==> config.mk <==
export PLATFORM = sky130hd
export DESIGN_NAME = bbal_ffs
export DESIGN_NICKNAME = d
export VERILOG_FILES = /design/src/sv/bbal_pkg.sv /design/src/sv/bbal_ffs.sv
export SDC_FILE = /design/constraint.sdc
export NUM_CORES = 1
export LEC_CHECK = 0
export ABC_AREA = 1
export ABC_CLOCK_PERIOD_IN_PS = 6000
export BUFFER_PORTS_ARGS = -buffer_cell sky130_fd_sc_hd__buf_4
export CORE_UTILIZATION = 47
export DETAILED_ROUTE_END_ITERATION = 8
export GPL_TIMING_DRIVEN = 0
export PLACE_DENSITY = 0.91
export SLEW_MARGIN = 20
export SYNTH_ARGS = -nofsm -noshare
export SYNTH_HDL_FRONTEND = slang
export SYNTH_SLANG_ARGS = --single-unit
==> constraint.sdc <==
create_clock -name vclk -period 6
set_input_delay 0.3 -clock vclk [all_inputs]
set_output_delay 0.3 -clock vclk [all_outputs]
set_load 0.01 [all_outputs]
==> src/sv/bbal_pkg.sv <==
// Shared constants and types for the next-fit bitmap block allocator.
package bbal_pkg;

	localparam int MAX_BLOCKS = 4096;
	localparam int WORD_W     = 64;
	localparam int OFF_W      = $clog2(WORD_W);
	localparam int ROWS       = (MAX_BLOCKS + WORD_W - 1) / WORD_W;
	localparam int ROW_W      = (ROWS > 1) ? $clog2(ROWS) : 1;
	localparam int BLK_W      = 12;
	localparam int CNT_W      = 13;

	typedef enum logic [1:0] {
		OP_ALLOC_ANY   = 2'd0,
		OP_ALLOC_NAMED = 2'd1,
		OP_FREE        = 2'd2,
		OP_NOP         = 2'd3
	} op_t;

	typedef enum logic [1:0] {
		ST_OK      = 2'd0,
		ST_NO_FREE = 2'd1,
		ST_USED    = 2'd2,
		ST_RANGE   = 2'd3
	} status_t;

	typedef struct packed {
		logic              en;
		logic [ROW_W-1:0]  addr;
		logic [WORD_W-1:0] data;
	} map_wr_t;

endpackage

==> src/sv/bbal_ffs.sv <==
// Lowest set bit finder over one bitmap word, binary halving tree.
module bbal_ffs (
	input  logic [bbal_pkg::WORD_W-1:0] word,
	output logic [bbal_pkg::OFF_W-1:0]  idx
);

	always_comb begin
		logic [bbal_pkg::WORD_W-1:0] v;
		logic [bbal_pkg::WORD_W-1:0] lowmask;
		v   = word;
		idx = '0;
		for (int lvl = bbal_pkg::OFF_W - 1; lvl >= 0; lvl--) begin
			lowmask = (bbal_pkg::WORD_W'(1) << (1 << lvl)) - bbal_pkg::WORD_W'(1);
			if ((v & lowmask) == '0) begin
				idx[lvl] = 1'b1;
				v        = v >> (1 << lvl);
			end
		end
	end

endmodule

==> tab_implementation.tex <==
\begin{tabular}{lr}
\hline
Metric & Value \\
\hline
\multicolumn{2}{l}{\textbf{Setup path}} \\
\quad Critical path endpoint category & output pin \\
\quad Critical path startpoint category & input pin \\
\quad Worst-path maximum fanout & 10 \\
\quad Critical Path RT & $\sim$5.7 ns \\
\quad CP cell instances & buf\_4 -> nor2\_1 -> nand2\_1 -> nor2\_1 -> nand2\_1 -> nor2\_2 -> buf\_6 -> buf\_2 -> mux2i\_1 -> nand3\_1 -> nand2\_2 -> nand2\_2 -> nor2\_4 -> nand3\_1 -> nand2\_1 -> nor2\_2 -> a21oi\_2 -> nor2b\_4 -> buf\_4 \\
\quad Slowest CP cell & buf\_2 \\
\quad Most common cell on crit path & nand2\_1 \\
\quad Worst path max stage delay & between 0.2 and 0.3 ns \\
\quad Critical path type & input pin to output pin \\
\quad Worst Path Arrival & 2.83 ns \\
\quad Worst setup path startpoint & word[20] \\
\multicolumn{2}{l}{\textbf{Synth}} \\
\quad Post-Synthesis Cells & around 200 \\
\quad Share of the yosys chip area belonging to registers & 0\% \\
\quad Cell area after synthesis & approximately 980 um2 \\
\quad Net Count, Synth & 266 \\
\quad Leading post-synthesis cells by cell area & nand2\_1 25\%, nor2\_1 14\%, inv\_1 12\%, nand2\_2 10\%, nand3\_1 8.7\% \\
\quad Share of the synthesized area in the top cell type & about a quarter \\
\quad Largest area contributor in the synthesized netlist & nand2\_1 \\
\quad Netlist cell types & 21 \\
\quad Ys Warns & 0 \\
\quad Post-Synthesis Mean Instance Area & approximately 4.8 um2 \\
\multicolumn{2}{l}{\textbf{STA}} \\
\quad Post-layout worst setup margin & between 2 and 3 ns \\
\quad RSZ-0062 raised after global routing & no \\
\quad Max Slew Vio Count & 0 \\
\quad Worst slew slack as a fraction of its limit & 83.1\% \\
\quad Clock period minus worst slack & 3.13 ns \\
\quad Upper clock frequency limit & 0.319 GHz \\
\quad Final total negative setup slack & 0 ns \\
\quad Worst Tran Pin Value & $\sim$0.25 ns \\
\quad Final count of negative-setup-slack endpoints & 0 \\
\quad Fin crit share & 52.2\% \\
\quad Final-report hold violation count & 0 \\
\quad Worst slack on hold paths & approximately 1.2 ns \\
\multicolumn{2}{l}{\textbf{Cells and area}} \\
\quad Commonest non-fill, non-tap cell in the layout & buf\_4 \\
\quad Sequential cell count & 0 \\
\quad Count of clock buffers in the final design & 0 \\
\quad Sequential cell area & 0 um2 \\
\quad Fill count & roughly 180 \\
\quad Layout cells sized above 1 & 37.6\% \\
\quad Area growth, synth to finish & 56.5\% \\
\quad Most frequent cells in the layout & 69 x buf\_4, 64 x nand2\_1, 36 x nor2\_1 \\
\quad Net total in the final layout & around 340 \\
\quad Antenna Diode Count & 0 \\
\multicolumn{2}{l}{\textbf{Min path}} \\
\quad Worst Hold Launch & word[49] \\
\quad Min-Delay Path Class & input pin to output pin \\
\quad Endpoint, Worst Hold & idx[2] \\
\quad Number of cells on the worst hold path & 7 \\
\multicolumn{2}{l}{\textbf{Die}} \\
\quad Die span in y & $\sim$48 um \\
\quad Area of the core & roughly 0.0020 mm2 \\
\quad Die Outline Area & about 0.0023 mm2 \\
\quad Num ports & 70 \\
\quad Die Span X & $\sim$48 um \\
\quad Starting Density & between 40\% and 50\% \\
\quad Floorplan row count & 16 \\
\multicolumn{2}{l}{\textbf{GRT}} \\
\quad Total congestion overflow after global routing & 0 \\
\quad Pin count of the biggest net entering global routing & 11 \\
\quad Initial antenna violation count & 0 \\
\quad Global-route wire length before repair & 4130 um \\
\quad Number of global-route vias before repair & $\sim$1100 \\
\quad Overall routing resource usage & between 20\% and 30\% \\
\multicolumn{2}{l}{\textbf{Clock tree}} \\
\quad Post-cts repair resize count & 0 \\
\quad Post-CTS Setup Repair Bufs & 0 \\
\quad Count of hold buffers inserted by post-cts repair & 0 \\
\multicolumn{2}{l}{\textbf{Place}} \\
\quad Weighted congestion reported at the end of routability-driven placement & 0.898 \\
\quad Post-placement worst setup slack & just under 3 ns \\
\quad HPWL after detailed placement & approximately 2400 um \\
\quad Number of buffers added on ports & between 60 and 70 \\
\multicolumn{2}{l}{\textbf{Route}} \\
\quad Via-to-Cell Ratio & 4.56 \\
\quad Antenna-violating nets left & 0 \\
\quad Via count & $\sim$1400 \\
\quad Violation count after the first detailed-route iteration & 16 \\
\quad Number of remaining DRC errors & 0 \\
\quad First-pass iteration count of the detailed router & 4 \\
\quad Overall routed net length & roughly 2800 um \\
\quad Routed wire length per instance & 9.49 um \\
\multicolumn{2}{l}{\textbf{Run status}} \\
\quad Run status & finished clean \\
\multicolumn{2}{l}{\textbf{Power and ir drop}} \\
\quad Worst-case vdd ir drop & 29.2 uV \\
\quad PnR Total Power & a little under 0.07 mW \\
\quad Total leakage power & 0.876 nW \\
\quad PwrDens & about 44 mW/mm2 \\
\multicolumn{2}{l}{\textbf{Flow run}} \\
\quad Maximum Capacitance Violations & 0 \\
\hline
\end{tabular}
==> worst max-delay path by stage <==
stage | end | slack [ns] | depth (start not counted)
floorplan | idx[0] | 3.44 | 20
global placement | idx[1] | 2.92 | 24
detailed placement | idx[1] | 2.89 | 24
CTS | idx[1] | 2.88 | 24
global route | idx[0] | 2.61 | 28
finish | idx[1] | 2.87 | 19
==> worst max-delay path: cells and delay by family <==
kind,cells,cell delay [ns]
simple gates,13,1.50
buf+inv,4,0.67
mux,1,0.23
compound gates,1,0.14
==> per-layer routing <==
metal  vias to the layer above  part of all wire (%)  GRT usage, %  wire length [um]
met2                        42                    49          48.8              1380
met3                         2                   4.8         0.377               135
met5                         -                     0             0                 0
li1                        749                     -             -                 -
met1                       566                    46          30.9              1290
met4                         0                  0.67          1.67                19
==> area by class of cell <==
class / count / area [um2] / area share (%)
plain buffers: 4 / 38.8 / 2.54
inverters: 34 / 128 / 8.35
multi-input cells: 164 / 810 / 53.0
well taps: 27 / 33.8 / 2.21
repair buffers: 69 / 518 / 33.9
==> where the power goes <==
| part | switching (mW) | internal, mW | leakage [nW] |
|---|---|---|---|
| clock network | 0 | 0 | 0 |
| logic | 0.0285 | 0.0392 | 0.876 |
| registers | 0 | 0 | 0 |
| total | 0.0285 | 0.0392 | 0.876 |
==> per-stage QoR <==
stage          area (um2)  instances  utilization (%)
2_1_floorplan         976        202                -
3_3_place_gp         1530        298             77.9
3_5_place_dp         1530        298             77.9
4_1_cts              1530        298             77.9
5_1_grt              1530        298             77.9
6_report             1530        298             77.9
==> synthesized netlist by cell type <==
master / instances
nor2_2: 3
nor2_4: 4
mux2i_1: 7
buf_2: 1
o21a_1: 1
o21ai_1: 1
nand3_2: 1
nand3_1: 17
nor2_1: 36
nand2_2: 16
a21oi_2: 1
nand2_1: 64
inv_2: 2
buf_6: 3
nand2_4: 1
nor2b_4: 1
nor4_1: 1
o21ai_0: 5
a21oi_1: 4
inv_1: 32
o21bai_1: 1
==> cells by family (layout without fill, tap and decap cells) <==
logic type | count (synthesis) | count (layout) | share of synthesized area [%]
AO/OA/AOI/OAI | 13 | 13 | 7.56
buffers and inverters | 38 | 107 | 17.1
multiplexers | 7 | 7 | 7.18
AND/OR/NAND/NOR | 144 | 144 | 68.2
(Power assumes the default switching activity.)
